--- config.mk ---
export PLATFORM = sky130hd
export DESIGN_NAME = wfwa_mul
export DESIGN_NICKNAME = d
export VERILOG_FILES = /design/src/wfwa_pkg.sv /design/src/wfwa_mul.sv
export SDC_FILE = /design/constraint.sdc
export NUM_CORES = 2
export LEC_CHECK = 0
export ABC_AREA = 1
export BUFFER_PORTS_ARGS = -buffer_cell sky130_fd_sc_hd__buf_4
export CORE_MARGIN = 2
export CORE_UTILIZATION = 55
export DETAILED_ROUTE_END_ITERATION = 8
export PLACE_DENSITY_LB_ADDON = 0.08
export SYNTH_ARGS = -nofsm -noshare
export SYNTH_HDL_FRONTEND = slang
export SYNTH_SLANG_ARGS = --single-unit
--- constraint.sdc ---
create_clock -name aclk -period 11.2 [get_ports aclk]
set_input_delay 0.56 -clock aclk [delete_from_list [all_inputs] [get_ports aclk]]
set_output_delay 0.56 -clock aclk [all_outputs]
set_load 0.02 [all_outputs]
--- src/wfwa_pkg.sv ---
// wfwa_pkg: widths, fixed-point constants and sequencer states of the wrapped
// fraction weighted average block
// no dependencies
package wfwa_pkg;

    localparam int FRAC_BITS = 16;
    localparam int PITCH_W   = 24;
    localparam int SF_W      = 18;
    localparam int WEIGHT_W  = 17;
    localparam int AVG_W     = 18;
    localparam int SPREAD_W  = 16;
    localparam int BEST_W    = 32;
    localparam int DIFF_W    = SF_W + 2;
    localparam int MUL_A_W   = 34;
    localparam int MUL_B_W   = 25;
    localparam int MUL_P_W   = MUL_A_W + MUL_B_W;
    localparam int WBIT_W    = $clog2(FRAC_BITS);

    localparam logic [WEIGHT_W-1:0]      ONE_W   = WEIGHT_W'(1) << FRAC_BITS;
    localparam logic [PITCH_W:0]         ONE_D   = (PITCH_W + 1)'(1) << FRAC_BITS;
    localparam logic signed [SF_W-1:0]   ONE_SF  = SF_W'(1) << FRAC_BITS;
    localparam logic signed [SF_W-1:0]   HALF_SF = SF_W'(1) << (FRAC_BITS - 1);
    localparam logic [MUL_P_W-1:0]       WEIGHT_LIMIT = MUL_P_W'(1) << (3 * FRAC_BITS);
    localparam logic [SPREAD_W-1:0]      SPREAD_MAX = '1;

    typedef enum logic [4:0] {
        ST_COLLECT,
        ST_CTR_RD,
        ST_CTR_LD,
        ST_SU_RD,
        ST_SU_LD,
        ST_WT_SQ,
        ST_WT_MUL,
        ST_WT_CMP,
        ST_SU_WR,
        ST_PASS_START,
        ST_A_RD,
        ST_A_MUL,
        ST_A_ACC,
        ST_AVG_DIV,
        ST_AVG_WAIT,
        ST_B_RD,
        ST_B_SQ,
        ST_B_MUL,
        ST_B_ACC,
        ST_SPR_DIV,
        ST_SPR_WAIT,
        ST_PASS_END,
        ST_DONE
    } state_t;

endpackage

--- src/wfwa_mul.sv ---
// wfwa_mul: shared signed multiplier with a registered product
// depends on wfwa_pkg
module wfwa_mul (
    input  logic                                  aclk,
    input  logic signed [wfwa_pkg::MUL_A_W-1:0]   a,
    input  logic signed [wfwa_pkg::MUL_B_W-1:0]   b,
    output logic signed [wfwa_pkg::MUL_P_W-1:0]   p
);

    logic signed [wfwa_pkg::MUL_P_W-1:0] p_reg;

    always_ff @(posedge aclk) begin
        p_reg <= a * b;
    end

    assign p = p_reg;

endmodule

==> flow_summary_export.csv <==
group,metric,value,unit
final_layout,finalNonFillerCells,5135,
final_layout,fillerInstances,5784,
detailed_routing,top_layer,"met4",
logic_synthesis,ys_ff_latch,59,
clock_tree,root_buffer,"clkbuf_16",
timing,hold_violations,0,
logic_synthesis,seq_area_frac_synth,0.03510,
worst_setup_path,end_kind,"flop",
global_routing,track_usage,0.3112,
logic_synthesis,synth_cell_types,33,
clock_tree,cts-buffers-inserted,9,
worst_setup_path,cp_data_required_time,11.43,ns
floorplan,die_y,251.4,um
global_routing,grt_pass1_vias,27340,
timing,slew_viol_final,0,
detailed_routing,drt-total-wl,92280,um
timing,rsz0062_at_grt,"no",
floorplan,num_io_pins,119,
detailed_routing,vias_per_cell,5.010,
final_layout,final_cell_mix,"inv_1 (1,459), nand2_1 (1,321), fa_1 (865)",
place,place_hpwl,76070,um
floorplan,dieArea,63180,um^2
timing,worstMarginPinSlew,0.9247,ns
place,placed_cells,5118,
clock_tree,htree_levels,3,
floorplan,die_x,251.4,um
timing,setup_tns,0,ns
worst_setup_path,crit_fanout,34,
global_routing,antenna_found_initial,2,
logic_synthesis,synthesis.area,33650,um^2
logic_synthesis,syn_nets,5502,
global_routing,grt_pass1_wl,149500,um
clock_tree,ctsResizeCount,0,
timing,timing.fmax,146.4,MHz
clock_tree,cts_hold_buffers,0,
min_path,min_path_type,"primary input to flop",
detailed_routing,wl_per_cell,17.97,um
clock_tree,cts_setup_buffers,0,
final_layout,drive_gt1_frac,0.04458,
detailed_routing,drc_errors,0,
global_routing,overflow,0,
timing,period_needed,6.832,ns
final_layout,syn_to_final_growth,4.249,%
clock_tree,cts.path.max_buffers,2,
worst_setup_path,startpoint_type,"primary input",
timing,final-setup-viol-count,0,
flow_run,drv_cap,0,
place,gp_congestion,0.9685,
place,io_buffers,118,
timing,layout_worst_path_cycle_share,0.6100,
detailed_routing,wl_met1,38590,um
logic_synthesis,postSynthCellCount,4418,
worst_setup_path,crit_type,"primary input to flop",
final_layout,final_common_cell,"inv_1",
run_status,status,"completed",
clock_tree,cts_sinks,59,
floorplan,core_area,60470,um^2
floorplan,start_util,0.5565,
clock_tree,tritoncts,"built",
detailed_routing,wl_met3,7302,um
timing,slew_headroom,0.3817,
final_layout,largest_register_ffs,59,
clock_tree,path_clk_slew,0.06,ns
detailed_routing,ant_nets,0,
global_routing,grt_max_degree,35,
logic_synthesis,yosysWarnings,0,
detailed_routing,dr.first_iter.drc_count,1904,
final_layout,nets,5431,
detailed_routing,first_pass_iters,5,
floorplan,rows,90,
detailed_routing,via_count,25730,
logic_synthesis,avgSynthCellArea,7.618,um^2
worst_setup_path,crit_arrival,7.06,ns
detailed_routing,route.met2.wl,44300,um
==> cell type report <==
type	instances	area, um^2	share of cell area
timing repair buffer	119	893.4	0.02546
inverter	1462	5488	0.1564
clock buffer	10	239.0	0.006811
multi-input combinational	2696	26230	0.7477
tap	782	978.4	0.02789
clock inverter	6	71.32	0.002033
antenna	1	2.502	0.00007132
sequential	59	1181	0.03366
==> critical path: stages <==
cell and delay (ns):
buf_4 0.38, nand2_1 0.15, fa_1 0.55, inv_1 0.06, fa_1 0.53, inv_1 0.06
fa_1 0.50, fa_1 0.52, inv_1 0.06, fa_1 0.51, fa_1 0.50, inv_1 0.07
fa_1 0.60, inv_1 0.07, ha_1 0.43, nand2_1 0.16, nor2_1 0.36, nand2_1 0.11
nand2_1 0.20, inv_1 0.08, nand2_1 0.08, inv_1 0.04, nand2_1 0.16, xor2_1 0.31
==> stage by stage <==
stage / worst slack (ns) / hold slack [ns] / util / cell area, um^2
floorplan: 4.689 / 0.8405 / - / 33650
global placement: 4.107 / 0.9721 / 0.5750 / 34770
detailed placement: 4.091 / 0.9702 / 0.5750 / 34770
CTS: 4.442 / 0.6221 / 0.5802 / 35080
global route: 4.103 / 0.6489 / 0.5802 / 35080
finish: 4.368 / 0.6249 / 0.5802 / 35080
==> per-layer routing <==
metal | global-route usage | up-vias
met2 | 0.5208 | 875
met1 | 0.4303 | 12900
met4 | 0.06769 | 0
met3 | 0.05001 | 121
met5 | 0 | -
li1 | - | 11830
==> cell usage after synthesis, drive strengths merged <==
cell	number	area [um^2]
xnor2	7	61.31
or2	8	50.05
nand3	64	350.3
nand2	1334	5040
inv	1460	5480
nor4	2	12.51
and2	7	43.79
and3b	1	8.760
dfxtp	59	1181
clkinv	2	7.510
clkbuf	201	754.5
nand3b	4	30.03
and3	2	12.51
nor3	9	71.32
ha	159	1989
nor2	130	578.1
o21bai	4	30.03
a21o	2	15.01
nand4	19	118.9
xor2	28	245.2
a21boi	1	7.510
o21ai	9	45.04
fa	865	17320
a21oi	41	205.2
==> worst paths after layout <==
path / from / endpoint / slack (ns) / cells after the start
setup / recovery: b[1] / p[33] / 4.37 / 24
hold / removal: a[0] / p[0] / 0.62 / 3
==> kinds of logic after synthesis <==
logic type                 Yosys count  synth area share
buffers and inverters             1663            0.1855
xor gates and xnor gates            35          0.009109
DFF                                 59           0.03510
AOI/OAI and AO/OA                   57          0.008997
adders and majority gates         1024            0.5736
and+or+nand+nor                   1580            0.1877
Power is not shown: default switching activity piles up to over one toggle a cycle in this logic, so the estimate is an artifact.
