==> config.mk <==
export PLATFORM = sky130hd
export DESIGN_NAME = wfwa_div
export DESIGN_NICKNAME = d
export VERILOG_FILES = /design/src/wfwa_div.sv
export SDC_FILE = /design/constraint.sdc
export NUM_CORES = 1
export LEC_CHECK = 0
export ABC_AREA = 0
export BUFFER_PORTS_ARGS = -buffer_cell sky130_fd_sc_hd__buf_4
export CORE_AREA = 10 10 146 148
export CTS_CLUSTER_SIZE = 8
export DETAILED_ROUTE_END_ITERATION = 8
export DIE_AREA = 0 0 156 158
export GPL_ROUTABILITY_DRIVEN = 1
export HOLD_SLACK_MARGIN = 0.02
export PLACE_DENSITY = 0.58
export SYNTH_ARGS = -nofsm -noshare
export SYNTH_HDL_FRONTEND = slang
export SYNTH_SLANG_ARGS = --single-unit
==> constraint.sdc <==
create_clock -name aclk -period 5.6 [get_ports aclk]
set_input_delay 1.12 -clock aclk [delete_from_list [all_inputs] [get_ports aclk]]
set_output_delay 1.12 -clock aclk [all_outputs]
set_load 0.005 [all_outputs]
==> src/wfwa_div.sv <==
// wfwa_div: unsigned restoring divider, one quotient bit per cycle
// standalone, no package use
module wfwa_div #(
    parameter int DW = 42,
    parameter int VW = 23
) (
    input  logic          aclk,
    input  logic          aresetn,
    input  logic          start,
    input  logic [DW-1:0] dividend,
    input  logic [VW-1:0] divisor,
    output logic          busy,
    output logic          done,
    output logic [DW-1:0] quotient
);

    localparam int CW = $clog2(DW + 1);

    logic [DW-1:0] quo_reg;
    logic [VW-1:0] rem_reg;
    logic [VW-1:0] dvs_reg;
    logic [CW-1:0] cnt_reg;
    logic          busy_reg;
    logic          done_reg;
    logic [VW:0]   shifted;
    logic [VW:0]   trial;

    assign shifted = {rem_reg, quo_reg[DW-1]};
    assign trial   = shifted - {1'b0, dvs_reg};

    always_ff @(posedge aclk) begin
        if (!aresetn) begin
            busy_reg <= 1'b0;
            done_reg <= 1'b0;
            cnt_reg  <= '0;
        end else begin
            done_reg <= 1'b0;
            if (start) begin
                busy_reg <= 1'b1;
                cnt_reg  <= CW'(DW);
            end else if (busy_reg) begin
                cnt_reg <= cnt_reg - CW'(1);
                if (cnt_reg == CW'(1)) begin
                    busy_reg <= 1'b0;
                    done_reg <= 1'b1;
                end
            end
        end
    end

    always_ff @(posedge aclk) begin
        if (start) begin
            quo_reg <= dividend;
            rem_reg <= '0;
            dvs_reg <= divisor;
        end else if (busy_reg) begin
            // no borrow means the divisor fits
            if (!trial[VW]) begin
                rem_reg <= trial[VW-1:0];
                quo_reg <= {quo_reg[DW-2:0], 1'b1};
            end else begin
                rem_reg <= shifted[VW-1:0];
                quo_reg <= {quo_reg[DW-2:0], 1'b0};
            end
        end
    end

    assign busy     = busy_reg;
    assign done     = done_reg;
    assign quotient = quo_reg;

endmodule

==> results.json, run 1 <==
{
  "slowest_delay_ps": 1030,
  "ys_top_cells_by_count": "edfxtp_1 (65), nor2_1 (42), mux2_2 (41)",
  "post_cts_resized": 0,
  "yosysTopAreaCell": "edfxtp_1",
  "fin_nets": 699,
  "finalInstanceArea_um2": 6760,
  "numCtsBuffers": 9,
  "synthCells": 504,
  "ys_warn_count": 0,
  "yosysSeqAreaShare_pct": 47.5,
  "nFillCells": 1847,
  "antenna_found_initial": 0,
  "ant_nets": 0,
  "fin_crit_sh_pct": 63.1,
  "rsz0062_at_grt": "false",
  "synthMostInstantiatedCell": "edfxtp_1",
  "sw_frac_of_total_pct": 27.9,
  "antenna_cells": 0,
  "maxCapViolations": 0,
  "fp.dieH_um": 158,
  "clock_path_buffers": 2,
  "p_comb_share_pct": 22.3,
  "first_iter_violations": 203,
  "avgRoutedWirePerCell_um": 16.8,
  "firstDrtPassIters": 4,
  "synthArstFlopShare_pct": 0,
  "path_buf_inv": 1,
  "yosys_register_bits": 96,
  "dieArea_um2": 24600,
  "power.switching_uw": 534,
  "finalMaxSlewViolations": 0,
  "die_w_um": 156,
  "largest_reg_flops": 42,
  "gr-usage-all-layers_pct": 11.1,
  "path_max_fanout": 20,
  "clock_power_share_pct": 32.2,
  "portBuffers": 111,
  "drc_errors": 0,
  "ctsHoldBuffers": 0,
  "hold_violations": 0,
  "place_area_um2": 6460,
  "p_int_mw": 1.38,
  "max_slew_margin_pct": 12.6,
  "synth_top_cell_area_share_pct": 36.0,
  "dp_hpwl_um": 10700,
  "pwr-share-seq_pct": 45.5,
  "tns_ps": 0,
  "grt_pass1_wl_um": 22100,
  "cp.required_ps": 5860,
  "drive_gt1_share_pct": 30.3,
  "hold_class": "reg2reg",
  "overflow": 0,
  "synth_nets": 598,
  "ys.flop_type": "edfxtp_1",
  "synth_cell_type_count": 61,
  "worstSkewPairLatency_ps": 350,
  "start_util_pct": 29.4,
  "min_period_ps": 3530,
  "clk_pin_slew_ps": 70,
  "crit_family": "compound AO/OA/AOI/OAI gates",
  "syn-cell-area_um2": 5420,
  "htreeDepth": 3,
  "path_class": "reg2reg",
  "synthTopCellsByArea": "edfxtp_1 (36%), dfxtp_1 (11%), mux2_2 (8.5%), ha_1 (5.8%), nor2_1 (2.9%)",
  "cp.arrival_ps": 3790,
  "core-area_um2": 18500,
  "tightest_slew_ps": 1300,
  "cts_tree": "built",
  "post_cts_buffers": 0,
  "avgSynthCellArea_um2": 10.8,
  "synth_edf_count": 65,
  "io_pins": 112,
  "hold_ws_ps": 492,
  "grt_max_degree": 55,
  "fmax_mhz": 283,
  "crit_path_start_kind": "flip-flop",
  "crit_chain": "inv_1 > ha_1 > o21a_1 > nor2_1 > a211oi_2 > o311a_4 > o211a_1 > nor3_2 > o21ai_0 > a311oi_1",
  "p_total_mw": 1.92,
  "vias": 4226,
  "power_density_nw_per_um2": 284,
  "rows": 50,
  "crit_path_end_kind": "flip-flop",
  "status": "finished, final reports clean",
  "totalWireLength_um": 14200,
  "cp_slowest_cell": "nor3_2",
  "grt_pass1_vias": 4294,
  "fin_skew_ps": 3.87,
  "setup_viol": 0,
  "place_congestion": 0.907,
  "leakage_nw": 2.75,
  "cts_num_sinks": 96,
  "cts_root_buf": "clkbuf_16",
  "syn_to_final_growth_pct": 24.7,
  "vdd_drop_max_v": 0.000137,
  "via_per_inst": 5.01
}
[logic make-up after synthesis]
| logic type | Yosys count | synth area share (%) |
|---|---|---|
| AOI/OAI and AO/OA | 129 | 17.9 |
| and+or+nand+nor | 129 | 11.7 |
| buffers and inverters | 60 | 4.57 |
| muxes | 41 | 8.52 |
| DFF | 96 | 47.5 |
| xor gates and xnor gates | 23 | 3.72 |
| adders and majority gates | 26 | 6.14 |
[metrics by stage]
step / setup slack (ps) / util (%) / std cells
2_1_floorplan: 2850 / - / 504
3_3_place_gp: 2200 / 35.0 / 828
3_5_place_dp: 2100 / 35.0 / 828
4_1_cts: 2090 / 36.6 / 844
5_1_grt: 1810 / 36.6 / 844
6_report: 2070 / 36.6 / 844
[routing by layer]
layer	global-route usage [%]	part of all wire, %
met5	0	0
met4	4.14	1.6
met3	3.80	8.1
met2	16.7	42
met1	14.4	48
[worst paths after layout]
check                                start          to  slack (ps)  depth (start not counted)
worst max-delay path            dvs_reg[5]  rem_reg[5]        2070                         10
worst min-delay path            rem_reg[2]  rem_reg[2]         490                          2
worst max register to register  dvs_reg[5]  rem_reg[5]        2070                         10
worst min register to register  rem_reg[2]  rem_reg[2]         490                          2
[power groups by stage]
| stage | Sequential (mW) | Combinational, mW | Clock (mW) |
|---|---|---|---|
| floorplan | 0.876 | 0.274 | 0 |
| global placement | 0.886 | 0.421 | 0 |
| detailed placement | 0.889 | 0.426 | 0 |
| CTS | 0.873 | 0.428 | 0.639 |
| global route | 0.880 | 0.471 | 0.663 |
| finish | 0.872 | 0.426 | 0.617 |
[tightest hold or removal path, cell delays in order, from the launching register on]
cell	delay [ps]
dfxtp_1	330
nand2_1	60
o31ai_1	50
[layout by cell type, fill, tap and decap left out, types with 4 or more instances in the layout]
cell type / instances
a211oi_1: 5
a21boi_0: 5
a21o_1: 15
a21oi_1: 19
a311oi_1: 7
a311oi_2: 6
and3_1: 6
buf_4: 115
clkbuf_16: 9
dfxtp_1: 31
edfxtp_1: 65
ha_1: 25
inv_1: 35
mux2_2: 41
nand2_1: 23
nand2b_1: 6
nand3_1: 19
nand4_1: 5
nor2_1: 42
nor3_1: 8
o211ai_1: 9
o21ai_0: 19
o21ai_1: 12
o31ai_1: 4
xnor2_1: 16
xor2_1: 7
[cell type report]
type / count / area (um^2) / share of cell area, %
clock buffer: 9 / 225 / 3.33
multi-input combinational: 348 / 2600 / 38.5
sequential: 96 / 2570 / 38.1
timing repair buffer: 115 / 863 / 12.8
inverter: 35 / 131 / 1.94
clock inverter: 7 / 71.3 / 1.06
tap: 234 / 293 / 4.33
(Power assumes the default switching activity.)
==> run 2, diff against run 1 <==
==> constraint.sdc (replaced) <==
create_clock -name aclk -period 3.3 [get_ports aclk]
set_input_delay 0.66 -clock aclk [delete_from_list [all_inputs] [get_ports aclk]]
set_output_delay 0.66 -clock aclk [all_outputs]
set_load 0.005 [all_outputs]
==> results.json, run 2 (synthesis gave the netlist of run 1 again) <==
{
  "hold_depth": 1,
  "final_cell_mix": "buf_4 (124), edfxtp_1 (65), nor2_1 (42)",
  "start_util_pct": 29.4,
  "dp_hpwl_um": 11100,
  "holdPathEnd": "dvs_reg[8]",
  "nFillCells": 1780,
  "crit_chain": "inv_1 > ha_1 > a211o_1 > o211ai_1 > a21oi_2 > o311a_4 > o211a_1 > or3_2 > o2111ai_1 > o211ai_1",
  "fin_nets": 709,
  "p_int_mw": 2.45,
  "cts_num_sinks": 96,
  "cpMostUsedCell": "o211ai_1",
  "fin_skew_ps": 6.32,
  "min_period_ps": 3100,
  "max_slew_margin_pct": 48.6,
  "p_total_mw": 3.40,
  "maxCapViolations": 0,
  "avgRoutedWirePerCell_um": 17.1,
  "io_pins": 112,
  "leakage_nw": 2.82,
  "largest_reg_flops": 42,
  "core-area_um2": 18500,
  "cp_slowest_cell": "or3_2",
  "r2r_cells": 10,
  "crit_path_start_kind": "flip-flop",
  "sw_frac_of_total_pct": 27.9,
  "rows": 50,
  "power_density_nw_per_um2": 493,
  "fmax_mhz": 322,
  "final_common_cell": "buf_4",
  "pwr-share-seq_pct": 43.6,
  "rsz0062_at_grt": "false",
  "reg2reg_to": "rem_reg[19]",
  "power.switching_uw": 950,
  "cp.required_ps": 3510,
  "hold_class": "in2reg",
  "slowest_delay_ps": 700,
  "numCtsBuffers": 9,
  "p_comb_share_pct": 22.2,
  "grt_pass1_wl_um": 22900,
  "vdd_drop_max_v": 0.000238,
  "multiInputGateArea_um2": 2620,
  "grt_max_degree": 47,
  "die_w_um": 156,
  "ff_latch_area_um2": 2570,
  "path_max_fanout": 21,
  "cts_root_buf": "clkbuf_16",
  "setup_viol": 0,
  "tns_ps": 0,
  "fp.dieH_um": 158,
  "cp.arrival_ps": 3320,
  "critPathLaunch": "dvs_reg[8]",
  "drc_errors": 0,
  "antenna_cells": 0,
  "dieArea_um2": 24600,
  "firstDrtPassIters": 4,
  "tightest_slew_ps": 770,
  "grt_pass1_vias": 4383,
  "drive_gt1_share_pct": 32.4,
  "overflow": 0,
  "clock_path_buffers": 2,
  "clk_pin_slew_ps": 70,
  "fin_crit_sh_pct": 94.1,
  "ant_nets": 0,
  "status": "finished, final reports clean",
  "crit_family": "compound AO/OA/AOI/OAI gates",
  "via_per_inst": 5.07,
  "path_class": "reg2reg",
  "r2r_start": "dvs_reg[8]",
  "place_congestion": 0.881,
  "htreeDepth": 3,
  "totalWireLength_um": 14600,
  "first_iter_violations": 262,
  "clock_power_share_pct": 34.3,
  "post_cts_buffers": 0,
  "portBuffers": 111,
  "vias": 4334,
  "rrSetupSlack_ps": 200,
  "hold_violations": 0,
  "gr-usage-all-layers_pct": 11.6,
  "path_buf_inv": 1,
  "cts_tree": "built",
  "syn_to_final_growth_pct": 27.2,
  "min_from": "divisor[8]",
  "crit_path_end_kind": "flip-flop",
  "antenna_found_initial": 0,
  "finalMaxSlewViolations": 0,
  "worstSkewPairLatency_ps": 350
}
==> run 2: cell count changes in the layout (fill, tap and decap cells not counted), sizes merged <==
cell	before	now
buf	115	125
bufinv	1	2
inv	36	38
clkinv	4	1
==> run 2: repair_timing <==
action / CTS / global route
gates resized for setup: 0 / 5
hold buffers: 0 / 0
setup endpoints to repair: 0 / 12
==> run 2: power by group through the flow <==
| stage | combinational (mW) | clock, mW | sequential [mW] |
|---|---|---|---|
| after floorplan | 0.465 | 0 | 1.49 |
| after global placement | 0.740 | 0 | 1.50 |
| after detailed placement | 0.747 | 0 | 1.51 |
| after CTS | 0.750 | 1.19 | 1.48 |
| after global routing | 0.836 | 1.23 | 1.49 |
| final | 0.753 | 1.16 | 1.48 |
==> run 2: worst register-to-register path, stage by stage, from the launching register on <==
cell and delay, ps:
edfxtp_1 370, inv_1 80, ha_1 300, a211o_1 290, o211ai_1 110, a21oi_2 120
o311a_4 350, o211a_1 260, or3_2 700, o2111ai_1 240, o211ai_1 150
==> run 2: per-layer routing <==
layer  share of wire (%)  global-route usage, %
met2                  42                   17.2
met3                 9.2                   3.45
met4                 2.2                   5.26
met1                  47                   15.2
met5                   0                      0
==> run 2: stage by stage <==
step	instance area, um^2	hold WS, ps	utilization, %	instances	setup slack [ps]
2_1_floorplan	5420	451	-	504	651
3_3_place_gp	6550	476	35.5	838	197
3_5_place_dp	6550	487	35.5	838	172
4_1_cts	6870	465	37.2	854	137
5_1_grt	6900	465	37.4	854	3.34
6_report	6900	477	37.4	854	196
==> run 2: area by class of cell <==
cell class	count	share of cell area, %
multi-input cells	348	38.1
flip-flops and latches	96	37.3
repair buffers	125	13.8
well taps	234	4.25
clock buffers	9	3.27
inverters	35	1.91
clock inverters	7	1.43
==> run 2: worst max path at each step <==
stage | cells past startpoint | slack [ps] | to
4_1_cts | 10 | 140 | rem_reg[17]
5_1_grt | 10 | 3 | rem_reg[7]
6_report | 10 | 200 | rem_reg[19]
2_1_floorplan | 12 | 650 | rem_reg[16]
3_3_place_gp | 10 | 200 | rem_reg[19]
3_5_place_dp | 10 | 170 | rem_reg[17]
==> run 3, diff against run 2 <==
--- a/config.mk
+++ b/config.mk
@@ -7,10 +7,10 @@
 export LEC_CHECK = 0
 export ABC_AREA = 0
 export BUFFER_PORTS_ARGS = -buffer_cell sky130_fd_sc_hd__buf_4
-export CORE_AREA = 10 10 146 148
+export CORE_AREA = 2 2 138 140
 export CTS_CLUSTER_SIZE = 8
 export DETAILED_ROUTE_END_ITERATION = 8
-export DIE_AREA = 0 0 156 158
+export DIE_AREA = 0 0 140 142
 export GPL_ROUTABILITY_DRIVEN = 1
 export HOLD_SLACK_MARGIN = 0.02
 export PLACE_DENSITY = 0.58
==> results.json, run 3 (synthesis gave the netlist of run 1 again) <==
{
  "die_w_um": 140,
  "syn_to_final_growth_pct": 25.9,
  "fp.dieH_um": 142,
  "gr-usage-all-layers_pct": 14.2,
  "clk_pin_slew_ps": 80,
  "dp_hpwl_um": 10300,
  "clock_path_buffers": 2,
  "grt_pass1_vias": 4308,
  "grt.met3_usage_pct": 4.24,
  "drive_gt1_share_pct": 31.7,
  "status": "finished with violations",
  "top_usage_layer": "met2",
  "crit_path_end_kind": "flip-flop",
  "totalWireLength_um": 14000,
  "path_class": "reg2reg",
  "crit_path_start_kind": "flip-flop",
  "vias": 4378,
  "cts_root_buf": "clkbuf_16",
  "largest_reg_flops": 42,
  "grt_pass1_wl_um": 22400,
  "place_area_um2": 6530,
  "fin_skew_ps": 10.1,
  "antenna_cells": 0,
  "cp.arrival_ps": 3340,
  "grt_util_met1_pct": 18.6,
  "ctsHoldBuffers": 0,
  "fin_nets": 708,
  "via_per_inst": 5.13,
  "max_slew_margin_pct": 52.9,
  "worstSkewPairLatency_ps": 350,
  "grt_max_degree": 49,
  "finalMaxSlewViolations": 0,
  "p_total_mw": 3.25,
  "io_pins": 112,
  "dieArea_um2": 19900,
  "rsz0062_at_grt": "false",
  "portBuffers": 111,
  "violations": "design-rule violations",
  "first_iter_violations": 408,
  "tns_ps": 0,
  "antenna_found_initial": 0,
  "tightest_slew_ps": 704,
  "rows": 50,
  "use_met2_pct": 22.7,
  "start_util_pct": 29.4,
  "finalInstanceArea_um2": 6830,
  "hold_class": "in2reg",
  "avgRoutedWirePerCell_um": 16.4,
  "core-area_um2": 18500,
  "hold_violations": 0,
  "place_congestion": 0.911,
  "fmax_mhz": 324,
  "layout_setup_ws_ps": 218,
  "pre_cts_ws_ps": 120,
  "power_density_nw_per_um2": 476,
  "cts_tree": "built",
  "cp.required_ps": 3550,
  "cts_num_sinks": 96,
  "fin_crit_sh_pct": 93.4,
  "path_max_fanout": 20,
  "firstDrtPassIters": 8,
  "final_common_cell": "buf_4",
  "numCtsBuffers": 9,
  "maxCapViolations": 0,
  "setup_viol": 0,
  "leakage_nw": 2.79,
  "min_period_ps": 3080,
  "final_cell_mix": "buf_4 (124), edfxtp_1 (65), nor2_1 (42)",
  "overflow": 0,
  "vdd_drop_max_v": 0.000319,
  "drc_errors": 22,
  "htreeDepth": 3,
  "ant_nets": 0
}
==> run 3: where the power goes <==
group          switching (mW)  internal [mW]  total [mW]  leakage [nW]
Sequential             0.0660           1.41        1.48         0.903
Clock                   0.493          0.528        1.02         0.142
Combinational           0.387          0.363       0.750          1.75
==> run 3: repair_timing <==
| action | CTS | global route |
|---|---|---|
| resized for setup | 0 | 3 |
| setup endpoints to repair | 0 | 16 |
| setup buffers | 0 | 0 |
==> run 3: final timing paths <==
kind	start	to	slack, ps	cells after the start
max	dvs_reg[5]	rem_reg[17]	220	10
max reg2reg	dvs_reg[5]	rem_reg[17]	220	10
min reg2reg	rem_reg[17]	rem_reg[17]	510	2
min	divisor[22]	dvs_reg[22]	480	1
==> run 3: critical path: stages, from the launching register on <==
cell,delay [ps]
edfxtp_1,360
inv_1,70
ha_1,270
o21a_1,210
nor2_1,230
a211oi_2,120
o311a_4,400
o211ai_4,220
a21boi_4,210
or4b_1,600
a311oi_1,290
==> run 3: layout make-up <==
cell class | count | area, um^2
fillers | 1823 | 11600
multi-input cells | 348 | 2610
flip-flops and latches | 96 | 2570
repair buffers | 124 | 931
well taps | 234 | 293
clock buffers | 9 | 225
inverters | 35 | 131
clock inverters | 7 | 61.3
==> run 3: through the flow <==
step | instances | util (%) | hold slack [ps]
after detailed placement | 837 | 35.4 | 496
after CTS | 853 | 36.9 | 464
after global placement | 837 | 35.4 | 478
final | 853 | 37.0 | 481
after floorplan | 504 | - | 451
after global routing | 853 | 37.0 | 461
==> run 3: per-layer routing <==
| layer | share of wire [%] | vias to the layer above |
|---|---|---|
| li1 | - | 2098 |
| met2 | 44 | 202 |
| met3 | 7.8 | 22 |
| met5 | 0 | - |
| met1 | 46 | 2056 |
| met4 | 2.2 | 0 |
